$ cat config.mk
export PLATFORM = sky130hd
export DESIGN_NAME = script_token_scanner_flat
export DESIGN_NICKNAME = d
export VERILOG_FILES = /design/src/sv/sts_pkg.sv /design/src/sv/sts_if.sv /design/src/sv/sts_core.sv /design/src/sv/sts_tok_fifo.sv /design/src/sv/script_token_scanner.sv /design/src/flat_wrapper.sv
export VERILOG_INCLUDE_DIRS = /design/src /design/src/sv
export SDC_FILE = /design/constraint.sdc
export NUM_CORES = 1
export LEC_CHECK = 0
export BUFFER_PORTS_ARGS = -buffer_cell sky130_fd_sc_hd__clkbuf_2
export CAP_MARGIN = 20
export CORE_MARGIN = 2
export CORE_UTILIZATION = 50
export CTS_CLUSTER_DIAMETER = 200
export DETAILED_ROUTE_END_ITERATION = 8
export GPL_ROUTABILITY_DRIVEN = 0
export PLACE_DENSITY_LB_ADDON = 0.25
export SETUP_SLACK_MARGIN = 0.05
export SLEW_MARGIN = 10
export SYNTH_ARGS = -nofsm -noshare
export SYNTH_HDL_FRONTEND = slang
export SYNTH_SLANG_ARGS = --single-unit
$ cat constraint.sdc
create_clock -name clk_i -period 4.3 [get_ports clk_i]
set_input_delay 0.215 -clock clk_i [delete_from_list [all_inputs] [get_ports clk_i]]
set_output_delay 0.215 -clock clk_i [all_outputs]
set_load 0.005 [all_outputs]
$ cat src/sv/assert_macros.svh
// Assertion macros shared by the token scanner modules.
`ifndef ASSERT_MACROS_SVH
`define ASSERT_MACROS_SVH

// Plain property, checked at every rising clock edge outside reset.
`define STS_ASSERT(lbl, clk, rst_n, prop, msg) \
  lbl: assert property (@(posedge clk) disable iff (!rst_n) (prop)) \
    else $error(msg);

// Same-cycle implication.
`define STS_ASSERT_IMP(lbl, clk, rst_n, ante, cons, msg) \
  `STS_ASSERT(lbl, clk, rst_n, (ante) |-> (cons), msg)

// Next-cycle implication.
`define STS_ASSERT_NXT(lbl, clk, rst_n, ante, cons, msg) \
  `STS_ASSERT(lbl, clk, rst_n, (ante) |=> (cons), msg)

`endif

$ cat src/sv/sts_pkg.sv
// Types, character codes and classifiers for the script token scanner.
package sts_pkg;

  localparam int unsigned LINE_BITS   = 32;
  localparam int unsigned KIND_BITS   = 4;
  localparam int unsigned QUEUE_DEPTH = 4;

  // Token kinds as seen on the result channel.
  typedef enum logic [KIND_BITS-1:0] {
    K_EOF     = 4'd0,
    K_NEWLINE = 4'd1,
    K_INDENT  = 4'd2,
    K_COMMENT = 4'd3,
    K_STRING  = 4'd4,
    K_REGEXP  = 4'd5,
    K_STREAM  = 4'd6,
    K_PREPRO  = 4'd7,
    K_PIPE    = 4'd8,
    K_PARENT  = 4'd9,
    K_REF     = 4'd10,
    K_SPACE   = 4'd11,
    K_SYMBOL  = 4'd12,
    K_NUMBER  = 4'd13,
    K_FLAGS   = 4'd14,
    K_INVALID = 4'd15
  } kind_e;

  // Scan modes. An open token's mode carries the code of its kind, so the
  // kind of a closed token is the mode itself; two pending modes sit on the
  // codes of kinds that are never held open.
  typedef enum logic [KIND_BITS-1:0] {
    M_IDLE    = 4'd0,
    M_DOLLAR  = 4'd1,
    M_INDENT  = 4'd2,
    M_COMMENT = 4'd3,
    M_STRING  = 4'd4,
    M_REGEXP  = 4'd5,
    M_STREAM  = 4'd6,
    M_PREPRO  = 4'd7,
    M_COLON   = 4'd8,
    M_REF     = 4'd10,
    M_SPACE   = 4'd11,
    M_SYMBOL  = 4'd12,
    M_NUMBER  = 4'd13,
    M_FLAGS   = 4'd14
  } mode_e;

  // Writes into the result queue caused by one byte.
  typedef struct packed {
    logic push_a;
    logic push_b;
  } sts_push_t;

  localparam logic [7:0] CH_NUL   = 8'h00;
  localparam logic [7:0] CH_TAB   = 8'h09;
  localparam logic [7:0] CH_NL    = 8'h0A;
  localparam logic [7:0] CH_CR    = 8'h0D;
  localparam logic [7:0] CH_SP    = 8'h20;
  localparam logic [7:0] CH_QUOTE = 8'h22;
  localparam logic [7:0] CH_HASH  = 8'h23;
  localparam logic [7:0] CH_DOLL  = 8'h24;
  localparam logic [7:0] CH_SLASH = 8'h2F;
  localparam logic [7:0] CH_COLON = 8'h3A;
  localparam logic [7:0] CH_SEMI  = 8'h3B;
  localparam logic [7:0] CH_AT    = 8'h40;
  localparam logic [7:0] CH_CARET = 8'h5E;
  localparam logic [7:0] CH_UNDER = 8'h5F;

  function automatic logic is_alpha(input logic [7:0] c);
    return (c >= 8'h61 && c <= 8'h7A) || (c >= 8'h41 && c <= 8'h5A);
  endfunction

  function automatic logic is_digit(input logic [7:0] c);
    return c >= 8'h30 && c <= 8'h39;
  endfunction

  function automatic logic is_word(input logic [7:0] c);
    return is_alpha(c) || is_digit(c) || (c == CH_UNDER);
  endfunction

  function automatic logic is_space(input logic [7:0] c);
    return (c == CH_SP) || (c >= CH_TAB && c <= CH_CR);
  endfunction

endpackage

$ cat src/sv/sts_if.sv
// Channel interfaces: text bytes in, tokens out.
interface sts_byte_if;
  logic       valid;
  logic       ready;
  logic [7:0] ch;

  modport source (output valid, output ch, input ready);
  modport sink (input valid, input ch, output ready);
endinterface

interface sts_tok_if #(
  parameter int unsigned LEN_BITS = 16,
  parameter int unsigned POS_BITS = 32
);
  logic                valid;
  logic                ready;
  logic [3:0]          tok_kind;
  logic [LEN_BITS-1:0] tok_len;
  logic [POS_BITS-1:0] tok_start;
  logic [31:0]         tok_line;
  logic                last_of_run;

  modport source (output valid, output tok_kind, output tok_len, output tok_start,
                  output tok_line, output last_of_run, input ready);
  modport sink (input valid, input tok_kind, input tok_len, input tok_start,
                input tok_line, input last_of_run, output ready);
endinterface

$ cat src/sv/sts_core.sv
// Scanner state and the single-pass next-state and token logic for one byte.
`include "assert_macros.svh"

module sts_core #(
  parameter int unsigned LEN_BITS = 16,
  parameter int unsigned POS_BITS = 32,
  parameter int unsigned RES_W    = 4 + LEN_BITS + POS_BITS + 32 + 1
) (
  input  logic                      clk_i,
  input  logic                      rst_ni,
  input  logic                      step_i,
  input  logic [7:0]                ch_i,
  output sts_pkg::sts_push_t        push_o,
  output logic [RES_W-1:0]          res_a_o,
  output logic [RES_W-1:0]          res_b_o
);
  import sts_pkg::*;

  mode_e                mode_q, mode_d, mode_mid, mode_f;
  logic [LEN_BITS-1:0]  len_q, len_d, len_mid, len_inc;
  logic [POS_BITS-1:0]  start_q, start_d;
  logic [POS_BITS-1:0]  offset_q, offset_d;
  logic [LINE_BITS-1:0] line_q, line_d;
  logic                 als_q, als_d, als_mid;

  logic                 keep, rescan, opened;
  logic                 e0_v, e1_v;
  kind_e                e0_kind, e1_kind;
  logic [LEN_BITS-1:0]  e0_len, e1_len;
  logic [7:0]           close_ch;

  assign len_inc = (&len_q) ? len_q : len_q + LEN_BITS'(1);

  // Close or extend the open token, then scan the byte afresh if needed.
  always_comb begin
    keep     = 1'b0;
    rescan   = 1'b0;
    e0_v     = 1'b0;
    e0_kind  = K_EOF;
    e0_len   = '0;
    mode_mid = mode_q;
    als_mid  = als_q;
    close_ch = (mode_q == M_STRING) ? CH_QUOTE : CH_SLASH;

    unique case (mode_q)
      M_INDENT:  keep = (ch_i == CH_TAB);
      M_COMMENT: keep = (ch_i != CH_NL) && (ch_i != CH_NUL);
      M_STRING, M_REGEXP: begin
        if (ch_i == close_ch) begin
          e0_v     = 1'b1;
          e0_kind  = kind_e'(mode_q);
          e0_len   = len_inc;
          mode_mid = M_IDLE;
          als_mid  = 1'b0;
        end else begin
          keep = (ch_i != CH_NUL);
        end
      end
      M_STREAM, M_PREPRO, M_REF, M_SYMBOL, M_FLAGS: keep = is_word(ch_i);
      M_SPACE:  keep = is_space(ch_i);
      M_NUMBER: keep = is_digit(ch_i);
      M_DOLLAR: begin
        if (ch_i == CH_DOLL || ch_i == CH_CARET) begin
          e0_v     = 1'b1;
          e0_kind  = (ch_i == CH_DOLL) ? K_PIPE : K_PARENT;
          e0_len   = LEN_BITS'(2);
          mode_mid = M_IDLE;
          als_mid  = 1'b0;
        end else if (is_word(ch_i)) begin
          mode_mid = M_REF;
          keep     = 1'b1;
        end else begin
          e0_v    = 1'b1;
          e0_kind = K_REF;
          e0_len  = LEN_BITS'(1);
          rescan  = 1'b1;
        end
      end
      M_COLON: begin
        if (is_alpha(ch_i)) begin
          mode_mid = M_FLAGS;
          keep     = 1'b1;
        end else begin
          e0_v    = 1'b1;
          e0_kind = K_INVALID;
          e0_len  = LEN_BITS'(1);
          rescan  = 1'b1;
        end
      end
      default: rescan = 1'b1;
    endcase

    len_mid = len_q;
    if (keep) begin
      len_mid = len_inc;
      als_mid = 1'b0;
    end else if (!rescan && mode_mid != M_IDLE) begin
      e0_v    = 1'b1;
      e0_kind = kind_e'(mode_mid);
      e0_len  = len_q;
      rescan  = 1'b1;
    end else if (!rescan && !e0_v) begin
      rescan = 1'b1;
    end

    // Fresh scan of the byte as the first byte of a new token.
    e1_v    = 1'b0;
    e1_kind = K_EOF;
    e1_len  = '0;
    mode_f  = M_IDLE;
    opened  = 1'b0;
    priority if (ch_i == CH_NUL) begin
      e1_v = 1'b1;
    end else if (ch_i == CH_NL) begin
      e1_v    = 1'b1;
      e1_kind = K_NEWLINE;
      e1_len  = LEN_BITS'(1);
    end else if (ch_i == CH_TAB && als_mid) begin
      mode_f = M_INDENT;
    end else if (ch_i == CH_SEMI) begin
      mode_f = M_COMMENT;
    end else if (ch_i == CH_QUOTE) begin
      mode_f = M_STRING;
    end else if (ch_i == CH_SLASH) begin
      mode_f = M_REGEXP;
    end else if (ch_i == CH_AT) begin
      mode_f = M_STREAM;
    end else if (ch_i == CH_HASH) begin
      mode_f = M_PREPRO;
    end else if (ch_i == CH_DOLL) begin
      mode_f = M_DOLLAR;
    end else if (is_space(ch_i)) begin
      mode_f = M_SPACE;
    end else if (is_alpha(ch_i)) begin
      mode_f = M_SYMBOL;
    end else if (is_digit(ch_i)) begin
      mode_f = M_NUMBER;
    end else if (ch_i == CH_COLON) begin
      mode_f = M_COLON;
    end else begin
      e1_v    = 1'b1;
      e1_kind = K_INVALID;
      e1_len  = LEN_BITS'(1);
    end
    opened = (mode_f != M_IDLE);
    if (!rescan) begin
      e1_v = 1'b0;
    end

    // Next state.
    mode_d   = rescan ? mode_f : mode_mid;
    start_d  = (rescan && opened) ? offset_q : start_q;
    len_d    = rescan ? (opened ? LEN_BITS'(1) : '0) : len_mid;
    als_d    = rescan ? (ch_i == CH_NL) : als_mid;
    line_d   = line_q;
    if (rescan && ch_i == CH_NL && !(&line_q)) begin
      line_d = line_q + LINE_BITS'(1);
    end
    offset_d = offset_q + POS_BITS'(1);
    if (ch_i == CH_NUL) begin
      mode_d   = M_IDLE;
      offset_d = '0;
      line_d   = '0;
      als_d    = 1'b1;
    end
    if (mode_d == M_IDLE) begin
      len_d = '0;
    end
  end

  // Results in emission order; the second slot is used only for two tokens.
  always_comb begin
    push_o.push_a = step_i && (e0_v || e1_v);
    push_o.push_b = step_i && e0_v && e1_v;
    if (e0_v) begin
      res_a_o = {4'(e0_kind), e0_len, start_q, line_q, !e1_v};
    end else begin
      res_a_o = {4'(e1_kind), e1_len, offset_q, line_q, 1'b1};
    end
    res_b_o = {4'(e1_kind), e1_len, offset_q, line_q, 1'b1};
  end

  // Scanner state advances once per byte.
  always_ff @(posedge clk_i or negedge rst_ni) begin
    if (!rst_ni) begin
      mode_q   <= M_IDLE;
      len_q    <= '0;
      start_q  <= '0;
      offset_q <= '0;
      line_q   <= '0;
      als_q    <= 1'b1;
    end else if (step_i) begin
      mode_q   <= mode_d;
      len_q    <= len_d;
      start_q  <= start_d;
      offset_q <= offset_d;
      line_q   <= line_d;
      als_q    <= als_d;
    end
  end

  `STS_ASSERT_IMP(a_idle_len_zero, clk_i, rst_ni, mode_q == M_IDLE, len_q == '0,
                  "Idle scanner holds a non-zero token length.")
  `STS_ASSERT_NXT(a_nul_restarts, clk_i, rst_ni, step_i && ch_i == CH_NUL,
                  offset_q == '0 && line_q == '0 && als_q && mode_q == M_IDLE,
                  "End-of-text byte did not restart the counters.")
  `STS_ASSERT_IMP(a_nul_ends_eof, clk_i, rst_ni, step_i && ch_i == CH_NUL,
                  e1_v && e1_kind == K_EOF,
                  "End-of-text byte did not emit an end-of-text token.")

endmodule

$ cat src/sv/sts_tok_fifo.sv
// Result queue taking up to two tokens per cycle and giving out one.
`include "assert_macros.svh"

module sts_tok_fifo #(
  parameter int unsigned WIDTH = 85,
  parameter int unsigned DEPTH = 4
) (
  input  logic               clk_i,
  input  logic               rst_ni,
  input  sts_pkg::sts_push_t push_i,
  input  logic [WIDTH-1:0]   data_a_i,
  input  logic [WIDTH-1:0]   data_b_i,
  output logic               room_o,
  output logic               valid_o,
  input  logic               ready_i,
  output logic [WIDTH-1:0]   data_o
);
  import sts_pkg::*;

  localparam int unsigned PTR_W = (DEPTH > 1) ? $clog2(DEPTH) : 1;
  localparam int unsigned CNT_W = $clog2(DEPTH + 1);

  logic [WIDTH-1:0] mem_q [DEPTH];
  logic [PTR_W-1:0] wr_q, wr_d, wr_next, rd_q, rd_d;
  logic [CNT_W-1:0] cnt_q, cnt_d;
  logic             pop;

  function automatic logic [PTR_W-1:0] next_ptr(input logic [PTR_W-1:0] p);
    return (p == PTR_W'(DEPTH - 1)) ? '0 : p + PTR_W'(1);
  endfunction

  assign pop     = valid_o && ready_i;
  assign wr_next = next_ptr(wr_q);
  assign valid_o = (cnt_q != '0);
  assign data_o  = mem_q[rd_q];
  // Room for two tokens, the most a single byte can cause.
  assign room_o  = (cnt_q <= CNT_W'(DEPTH - 2));

  always_comb begin
    wr_d = wr_q;
    if (push_i.push_b) begin
      wr_d = next_ptr(wr_next);
    end else if (push_i.push_a) begin
      wr_d = wr_next;
    end
    rd_d  = pop ? next_ptr(rd_q) : rd_q;
    cnt_d = cnt_q + CNT_W'(push_i.push_a) + CNT_W'(push_i.push_b) - CNT_W'(pop);
  end

  // Queue storage carries no reset.
  always_ff @(posedge clk_i) begin
    if (push_i.push_a) begin
      mem_q[wr_q] <= data_a_i;
    end
    if (push_i.push_b) begin
      mem_q[wr_next] <= data_b_i;
    end
  end

  always_ff @(posedge clk_i or negedge rst_ni) begin
    if (!rst_ni) begin
      wr_q  <= '0;
      rd_q  <= '0;
      cnt_q <= '0;
    end else begin
      wr_q  <= wr_d;
      rd_q  <= rd_d;
      cnt_q <= cnt_d;
    end
  end

  `STS_ASSERT(a_count_bound, clk_i, rst_ni, cnt_q <= CNT_W'(DEPTH),
              "Result queue count exceeds its depth.")
  `STS_ASSERT_IMP(a_pair_order, clk_i, rst_ni, push_i.push_b, push_i.push_a,
                  "Second token written without a first one.")
  `STS_ASSERT_IMP(a_no_overflow, clk_i, rst_ni, push_i.push_a,
                  cnt_q <= CNT_W'(DEPTH - 2),
                  "Tokens written into a full result queue.")

endmodule

$ cat src/sv/script_token_scanner.sv
// Top level of the script token scanner.
//
// The byte channel takes one text byte per beat; a zero byte marks the end of
// a text. The token channel gives one token per beat with its kind, length,
// start offset, line and a flag on the last token that a byte caused.
// A byte is held in an input register, scanned in one pass into a four-entry
// result queue, and its first token is offered from the head of that queue.
// A byte is taken in every cycle while the queue has room for two tokens, so
// the block runs at one byte per cycle; the token channel gives at most one
// token per cycle, so a byte that closes one token and is a token itself gives
// both through the single read port of the queue, one after the other.
// Reset clears the scanner to the start of a text (offset and line zero, at
// line start, no token open) and empties the queue. When the receiver stalls,
// tokens wait in the queue and byte_i.ready drops once it cannot take two more.
module script_token_scanner #(
  parameter int unsigned LEN_BITS = 16,
  parameter int unsigned POS_BITS = 32
) (
  input  logic     clk_i,
  input  logic     rst_ni,
  sts_byte_if.sink byte_i,
  sts_tok_if.source tok_o
);
  import sts_pkg::*;

  localparam int unsigned RES_W   = KIND_BITS + LEN_BITS + POS_BITS + LINE_BITS + 1;
  localparam int unsigned LINE_LO = 1;
  localparam int unsigned POS_LO  = LINE_LO + LINE_BITS;
  localparam int unsigned LEN_LO  = POS_LO + POS_BITS;
  localparam int unsigned KIND_LO = LEN_LO + LEN_BITS;

  logic             byte_vld_q;
  logic [7:0]       byte_q;
  logic             step;
  logic             room;
  sts_push_t        push;
  logic [RES_W-1:0] res_a, res_b, head;

  assign step         = byte_vld_q && room;
  assign byte_i.ready = !byte_vld_q || step;

  // Input register.
  always_ff @(posedge clk_i or negedge rst_ni) begin
    if (!rst_ni) begin
      byte_vld_q <= 1'b0;
    end else if (byte_i.ready) begin
      byte_vld_q <= byte_i.valid;
    end
  end

  always_ff @(posedge clk_i) begin
    if (byte_i.ready && byte_i.valid) begin
      byte_q <= byte_i.ch;
    end
  end

  sts_core #(
    .LEN_BITS (LEN_BITS),
    .POS_BITS (POS_BITS),
    .RES_W    (RES_W)
  ) u_core (
    .clk_i   (clk_i),
    .rst_ni  (rst_ni),
    .step_i  (step),
    .ch_i    (byte_q),
    .push_o  (push),
    .res_a_o (res_a),
    .res_b_o (res_b)
  );

  sts_tok_fifo #(
    .WIDTH (RES_W),
    .DEPTH (QUEUE_DEPTH)
  ) u_fifo (
    .clk_i    (clk_i),
    .rst_ni   (rst_ni),
    .push_i   (push),
    .data_a_i (res_a),
    .data_b_i (res_b),
    .room_o   (room),
    .valid_o  (tok_o.valid),
    .ready_i  (tok_o.ready),
    .data_o   (head)
  );

  // Unpack the token at the head of the queue.
  assign tok_o.tok_kind    = head[KIND_LO +: KIND_BITS];
  assign tok_o.tok_len     = head[LEN_LO +: LEN_BITS];
  assign tok_o.tok_start   = head[POS_LO +: POS_BITS];
  assign tok_o.tok_line    = head[LINE_LO +: LINE_BITS];
  assign tok_o.last_of_run = head[0];

endmodule
$ cat src/flat_wrapper.sv
// flat-port wrapper written by rule: the top's interface ports become plain ports
module script_token_scanner_flat import sts_pkg::*;
#(
  parameter int unsigned LEN_BITS = 16,
  parameter int unsigned POS_BITS = 32
)
  (clk_i, rst_ni, byte_i_valid, byte_i_ch, byte_i_ready, tok_o_valid, tok_o_tok_kind, tok_o_tok_len, tok_o_tok_start, tok_o_tok_line, tok_o_last_of_run, tok_o_ready);
  sts_byte_if byte_i_i ();
  sts_tok_if #(.LEN_BITS(LEN_BITS), .POS_BITS(POS_BITS)) tok_o_i ();
  input  logic clk_i;
  input  logic rst_ni;
  input wire logic [$bits(byte_i_i.valid)-1:0] byte_i_valid;
  input wire logic [$bits(byte_i_i.ch)-1:0] byte_i_ch;
  output wire logic [$bits(byte_i_i.ready)-1:0] byte_i_ready;
  output wire logic [$bits(tok_o_i.valid)-1:0] tok_o_valid;
  output wire logic [$bits(tok_o_i.tok_kind)-1:0] tok_o_tok_kind;
  output wire logic [$bits(tok_o_i.tok_len)-1:0] tok_o_tok_len;
  output wire logic [$bits(tok_o_i.tok_start)-1:0] tok_o_tok_start;
  output wire logic [$bits(tok_o_i.tok_line)-1:0] tok_o_tok_line;
  output wire logic [$bits(tok_o_i.last_of_run)-1:0] tok_o_last_of_run;
  input wire logic [$bits(tok_o_i.ready)-1:0] tok_o_ready;
  assign byte_i_i.valid = byte_i_valid;
  assign byte_i_i.ch = byte_i_ch;
  assign byte_i_ready = byte_i_i.ready;
  assign tok_o_valid = tok_o_i.valid;
  assign tok_o_tok_kind = tok_o_i.tok_kind;
  assign tok_o_tok_len = tok_o_i.tok_len;
  assign tok_o_tok_start = tok_o_i.tok_start;
  assign tok_o_tok_line = tok_o_i.tok_line;
  assign tok_o_last_of_run = tok_o_i.last_of_run;
  assign tok_o_i.ready = tok_o_ready;
  script_token_scanner #(.LEN_BITS(LEN_BITS), .POS_BITS(POS_BITS)) u_core (.clk_i(clk_i), .rst_ni(rst_ni), .byte_i(byte_i_i), .tok_o(tok_o_i));
endmodule
# Yosys cells after proc, flatten, opt, wreduce, memory -nomap -nowiden
# Memories as Yosys holds them, arrays and structs flattened.
# Index checks and enable logic that the tools add are counted.
# word_totals
regBits	133
out_inout_bits	87
word_cells	223
mem_bits_rw	340
n_memories	1
input_bits	12
# mem_list
name	depth	width	read_ports	rd_clocked_by_memory_dff	write_ports	line_no	rtl
u_core.u_fifo.mem_q	4	85	1	0	2	sts_tok_fifo.sv:23	logic [WIDTH-1:0] mem_q [DEPTH];
# op_classes
addsub	9
eq_ne	30
n_mux	117
magnitude_cmp	9
n_reduce_logical	46
# ops
op	n
4-bit 2-to-1 mux	39
16-bit 2-to-1 mux	7
32-bit 2-to-1 mux	3
85-bit 2-to-1 mux	1
32-bit by 1-bit adder with 32-bit output (second input constant)	2
8-bit by 6-bit equality test with 1-bit output (second input constant)	7
1-bit 2-to-1 mux	54
16-bit case mux with 3 select lines	1
32-bit AND reduction	1
4-bit equality test (second input constant)	6
8-bit by 7-bit equality test with 1-bit output (second input constant)	3
4-bit case mux with 3 select lines	2
1-bit logical AND	17
16-bit by 1-bit adder with 16-bit output (second input constant)	1
4-bit by 3-bit equality test with 1-bit output (second input constant)	4
8-bit by 4-bit equality test with 1-bit output (second input constant)	2
8-bit by 7-bit greater-or-equal comparator with 1-bit output (second input constant)	2
8-bit by 7-bit less-or-equal comparator with 1-bit output (second input constant)	2
16-bit AND reduction	1
2-bit 2-to-1 mux	6
11-bit OR reduction	1
4-bit by 2-bit equality test with 1-bit output (second input constant)	2
8-bit by 6-bit equality test with 1-bit output	1
8-bit by 4-bit greater-or-equal comparator with 1-bit output (second input constant)	1
24 further kinds	45

# Logic depth before layout (Yosys ltp)
# depth
depth_word	20
depth_mapped	18

# By module
# Synthesis repeated with hierarchy kept, for this count alone.
# hier_totals
cells_unflattened	1756
hier_area_um2	24955.2
# by_module_without_submodules
mod	n_inst	area_each_um2	cells_per_inst
sts_tok_fifo	1	16946.3	876
sts_core	1	7708.6	867
script_token_scanner	1	300.3	13

# Worst setup path after synthesis
# Ideal clock, no wire load.
# synth_path
path_kind	register to register
from	register u_core.byte_q[1]
to	register u_core.u_fifo.cnt_q[1]
path_stages_with_launch	17
arrival_ps	3877
period_less_slack_ps	4013
slack_ps	287
t_required_ps	4165
path_cell_list	edfxtp_1 > buf_4 > or3_1 > or3_1 > o2111a_1 > a221oi_2 > nand3_2 > buf_6 > nor4b_4 > buf_6 > buf_12 > buf_4 > inv_1 > ha_1 > fa_1 > inv_1 > fa_1
# synth_between
elab_chain_cells	20
word_cells_on_any_way	87
# synth_lines
element	line_no	rtl
start, declared	script_token_scanner.sv:33	logic [7:0] byte_q;
start signal, assigned	script_token_scanner.sv:53	byte_q <= byte_i.ch;
8-bit by 6-bit greater-or-equal comparator with 1-bit output, or another cell as far along	sts_pkg.sv:74	return c >= 8'h30 && c <= 8'h39;
1-bit logical AND, or another cell as far along	sts_pkg.sv:74	
1-bit 2-to-1 mux / 1-bit logical OR (equally long branches)	sts_core.sv:136, sts_pkg.sv:70	
1-bit 2-to-1 mux	sts_core.sv:134	end else if (is_alpha(ch_i)) begin
1-bit 2-to-1 mux	sts_core.sv:132	end else if (is_space(ch_i)) begin
1-bit 2-to-1 mux	sts_core.sv:130	end else if (ch_i == CH_DOLL) begin
1-bit 2-to-1 mux	sts_core.sv:128	end else if (ch_i == CH_HASH) begin
1-bit 2-to-1 mux	sts_core.sv:126	end else if (ch_i == CH_AT) begin
(+5 left out)	--	
1-bit 2-to-1 mux	sts_core.sv:112	priority if (ch_i == CH_NUL) begin
1-bit 2-to-1 mux	sts_core.sv:146	if (!rescan) begin
1-bit logical OR	sts_core.sv:173	push_o.push_a = step_i && (e0_v || e1_v);
1-bit logical AND	sts_core.sv:173	
3-bit by 1-bit adder with 3-bit output	sts_tok_fifo.sv:47	cnt_d = cnt_q + CNT_W'(push_i.push_a) + CNT_W'(push_i.push_b) - CNT_W'(pop);
3-bit by 1-bit adder with 3-bit output (*)	sts_tok_fifo.sv:47	
3-bit by 1-bit subtractor with 3-bit output (*)	sts_tok_fifo.sv:47	
net u_core.u_fifo.cnt_d[1]	sts_tok_fifo.sv:25	logic [CNT_W-1:0] cnt_q, cnt_d;
end signal, assigned	sts_tok_fifo.sv:68	cnt_q <= cnt_d;
end signal, assigned	sts_tok_fifo.sv:77	cnt_q <= CNT_W'(DEPTH - 2),
end, declared	sts_tok_fifo.sv:25	
# Mark *: on every way through the listed nets, which the timed path passes. The rest lies on a longest branch.
# A chain may end at the register's enable or synchronous reset.

==> summary.md <==
| Metric | Value |
|---|---|
| Maximum number of pins on one net before global-route repair | 93 |
| Setup repair bufs after CTS | 0 |
| Initial antenna violation count | 0 |
| Final hold violation count | 0 |
| Total global-route track usage | 23.02% |
| Die W | 216.3 µm |
| Vert. Die Dim | 216.3 µm |
| Final std cells w/o fill | 2436 |
| Number of CTS-inserted buffers | 50 |
| Top cells by instance count after synthesis | sky130_fd_sc_hd__edfxtp_1, sky130_fd_sc_hd__a22o_1, sky130_fd_sc_hd__dfrtp_1 |
| Final Critical Period | 4029 ps |
| Yosys warning count | 0 |
| Total power per unit cell area | 619.6 nW/µm² |
| Number of global-route vias before repair | 15080 |
| Mean instance size in the synthesized netlist | 13.05 µm² |
| Root buffer cell | sky130_fd_sc_hd__clkbuf_16 |
| Worst Slack Setup Final | 271.3 ps |
| Wire length after detailed routing | 52990 µm |
| Standby leakage power | 9.528 nW |
| Cell family contributing the most delay on the critical path | simple AND/OR/NAND/NOR gates |
| Total of fill cells in the finished design | 3603 |
| Die Outline Area | 46790 µm² |
| Setup Skew | 15.13 ps |
| Worst voltage drop across the vdd grid | 397.1 µV |
| Arrival time at the worst endpoint | 4310 ps |
| Worst slew slack as a fraction of its limit | 34.71% |
| Ant diodes | 0 |
| Main area contributors after synthesis | sky130_fd_sc_hd__edfxtp_1, sky130_fd_sc_hd__dfrtp_1, sky130_fd_sc_hd__mux4_2 |
| Critical path buffers and inverters | 4 |
| Final Core Density | 57.70% |
| Via-per-instance ratio | 6.085 |
| Fmax | 248.2 MHz |
| Final HPWL from detailed placement | 32810 µm |
| Cell total after placement | 2334 |
| Clk Latency, worst-skew pair | 590 ps |
| Xor-xnor portion of the synthesized cell area | 1.593% |
| Violation count after the first detailed-routing iteration | 1335 |
| HP Class | in2reg |
| Via count of the routed design | 14820 |
| # IOs | 99 |
| Post-Synthesis Cell Area | 22540 µm² |
| Worst slack at placement | 319.1 ps |
| Max-slew violation count | 0 |
| 1st-pass router iterations | 5 |
| Worst Path Required | 4580 ps |
| Async SR Flop Fraction | 26.43% |
| Area share of the largest cell type after synthesis | 37.84% |
| Area share of and/or/nand/nor cells after synthesis | 11.88% |
| Adder-cell share of the synthesized area | 0.8439% |
| DRC violations left | 0 |
| Sinks on Clock Net | 473 |
| Post-DR wirelength/cell | 21.75 µm |
| Worst-Margin Slew | 979.4 ps |
| Critical path, cell by cell | or4_4 -> or3_1 -> o2111a_1 -> a221oi_2 -> nand3_2 -> buf_4 -> o21a_1 -> buf_4 -> a2bb2oi_4 -> inv_4 -> buf_12 |
| Result of the run | finished clean |
| Slowest cell on crit path | sky130_fd_sc_hd__or4_4 |
| Total core area | 44320 µm² |
| Post-synthesis compound-gate area fraction | 14.10% |
| Largest family of logic cells by synthesized area | compound AO/OA/AOI/OAI gates |
| Critical Path Start Type | flop |
| Port-buffer cells | 98 |
| Worst setup EP type | flop |
| Starting Density | 50.85% |
| Post-synth EDFFs | 284 |
| Final-report setup violation count | 0 |
| Syn_nets | 1753 |
| CTS tree | yes |
| Leftover overflow at the end of global routing | 0 |
| Fraction of layout cells with a size suffix above 1 | 21.37% |
| Top flip-flop cell by instance count after synthesis | sky130_fd_sc_hd__edfxtp_1 |
| Most common cell in the netlist | sky130_fd_sc_hd__edfxtp_1 |
| Post-route antenna net violation count | 0 |
| Wire length of the first global-routing pass | 84760 µm |
| Critical Path Fanout Max | 37 |
| Count of max-cap constraint violations | 0 |
| Number of nets in the layout | 1830 |
| Ratio of final minimum period to clock period | 93.69% |
| Mux contribution to synthesized area | 10.62% |
| Row count | 77 |
| Leading area contributor after synthesis | sky130_fd_sc_hd__edfxtp_1 |
| Sequential fraction of the synthesis area | 57.41% |
| Count of unique library cells instantiated by Yosys | 83 |
| Flip-flop and latch count after synthesis | 473 |
| Max incr delay on CP | 630 ps |
| Clock transition at the registers of the reported paths | 60 ps |
| Tot Pwr | 15.84 mW |
| CP most frequent cell | sky130_fd_sc_hd__buf_4 |
| Category of the most critical setup path | reg2reg |
| H-tree depth | 2 |
| Gate count after technology mapping | 1727 |
| Bufs on Longest Clock Path | 3 |
| Setup Total Neg Slack | 0 ps |
| RSZ-0062 raised after global routing | false |
| Area added between synthesis and finish | 13.46% |
[sequential cells by signal, indices dropped and copies added (netlist names)]
register,flops
u_core.u_fifo.mem_q,340
u_core.u_fifo.cnt_q,3
u_core.u_core.line_q,32
u_core.u_core.mode_q,4
u_core.u_core.offset_q,32
u_core.u_core.len_q,16
u_core.u_fifo.rd_q,2
u_core.byte_q,8
u_core.u_core.start_q,32
u_core.u_fifo.wr_q,2
u_core.u_core.als_q,1
u_core.byte_vld_q,1
[power by group]
| group | switching, mW | internal (mW) | leakage [nW] |
|---|---|---|---|
| Combinational | 3.12 | 2.09 | 3.82 |
| Clock | 1.78 | 2.68 | 0.851 |
| Sequential | 0.508 | 5.66 | 4.85 |
[worst min-delay path, delay by kind of cell]
family	cells	cell delay [ps]
buffers and inverters	1	130
AOI/OAI and AO/OA	1	140
and+or+nand+nor	1	170
[final timing paths]
check | from | end | slack (ps) | cells past startpoint
setup / recovery | u_core.byte_q[2]$_DFFE_PP_ | u_core.u_fifo.mem_q[3][22]$_DFFE_PP_ | 270 | 11
hold / removal | tok_o_ready | u_core.u_fifo.rd_q[0]$_DFFE_PN0P_ | 90 | 3
setup reg to reg | u_core.byte_q[2]$_DFFE_PP_ | u_core.u_fifo.mem_q[3][22]$_DFFE_PP_ | 270 | 11
hold reg to reg | u_core.u_fifo.mem_q[1][66]$_SDFFE_PP0P_ | u_core.u_fifo.mem_q[1][66]$_SDFFE_PP0P_ | 460 | 1
max in group asynchronous | rst_ni | u_core.u_core.line_q[14]$_DFFE_PN0P_ | 2920 | 3
min in group asynchronous | rst_ni | u_core.u_core.offset_q[30]$_DFFE_PN0P_ | 300 | 2
[metal layers]
layer	share of wire, %	track usage, %
met4	2.2	6.872
met3	6.6	3.804
met2	49	38.24
met1	42	31.32
met5	0	0
[metrics by stage]
step           hold WS [ps]  cell area, µm²
3_3_place_gp          394.0           23750
5_1_grt               110.8           25570
2_1_floorplan        -80.59           22540
6_report              88.86           25570
4_1_cts               51.45           25560
3_5_place_dp          396.6           23750
[area by class of cell]
cell class / instances / area [µm²] / share of cell area [%]
Clock buffer: 70 / 1473 / 5.759
Clock inverter: 22 / 241.5 / 0.9444
Inverter: 34 / 136.4 / 0.5333
Multi-Input combinational cell: 1082 / 8848 / 34.60
Sequential cell: 473 / 12950 / 50.63
Tap cell: 592 / 740.7 / 2.897
Timing Repair Buffer: 163 / 1185 / 4.634
[kinds of logic (layout without fill, tap and decap cells)]
| logic type | after synthesis | after routing |
|---|---|---|
| simple gates | 490 | 490 |
| flops | 473 | 473 |
| compound gates | 409 | 409 |
| buf+inv | 172 | 289 |
| mux | 128 | 128 |
| xor+xnor | 41 | 41 |
| fa+ha+maj | 14 | 14 |
[layout by cell type (no fill, tap or decap), types with 7 or more instances in the layout]
cell type and instances:
sky130_fd_sc_hd__or3_1 25, sky130_fd_sc_hd__edfxtp_1 284, sky130_fd_sc_hd__nand4_1 21, sky130_fd_sc_hd__mux4_2 85, sky130_fd_sc_hd__nand3_1 54, sky130_fd_sc_hd__xor2_1 24, sky130_fd_sc_hd__mux2_2 34, sky130_fd_sc_hd__inv_1 30
sky130_fd_sc_hd__nand2_1 80, sky130_fd_sc_hd__clkbuf_1 7, sky130_fd_sc_hd__dlygate4sd3_1 10, sky130_fd_sc_hd__xnor2_1 17, sky130_fd_sc_hd__a31oi_1 8, sky130_fd_sc_hd__a22o_1 173, sky130_fd_sc_hd__clkbuf_2 97, sky130_fd_sc_hd__o21ai_1 22
sky130_fd_sc_hd__nor4_1 7, sky130_fd_sc_hd__o2bb2ai_1 20, sky130_fd_sc_hd__nor3_1 16, sky130_fd_sc_hd__buf_4 41, sky130_fd_sc_hd__clkinv_2 7, sky130_fd_sc_hd__nand2b_1 8, sky130_fd_sc_hd__or4_1 7, sky130_fd_sc_hd__ha_1 12
sky130_fd_sc_hd__a211oi_4 8, sky130_fd_sc_hd__buf_12 14, sky130_fd_sc_hd__o31ai_1 7, sky130_fd_sc_hd__dfrtp_1 122, sky130_fd_sc_hd__and2_1 123, sky130_fd_sc_hd__a21oi_1 48, sky130_fd_sc_hd__clkbuf_8 10, sky130_fd_sc_hd__nor2_1 91
sky130_fd_sc_hd__clkbuf_16 52, sky130_fd_sc_hd__o22ai_1 10, sky130_fd_sc_hd__dfxtp_1 64, sky130_fd_sc_hd__and3_1 12, sky130_fd_sc_hd__o21ai_0 57, sky130_fd_sc_hd__mux2i_1 7
[what timing repair did]
item | 4_1_cts | 5_1_grt
resized for setup | 0 | 2
setup endpoints to repair | 0 | 40
endpoints found under the hold margin | 99 | 0
hold buffers | 10 | 0
No activity file was read; power rests on OpenSTA's default activity.
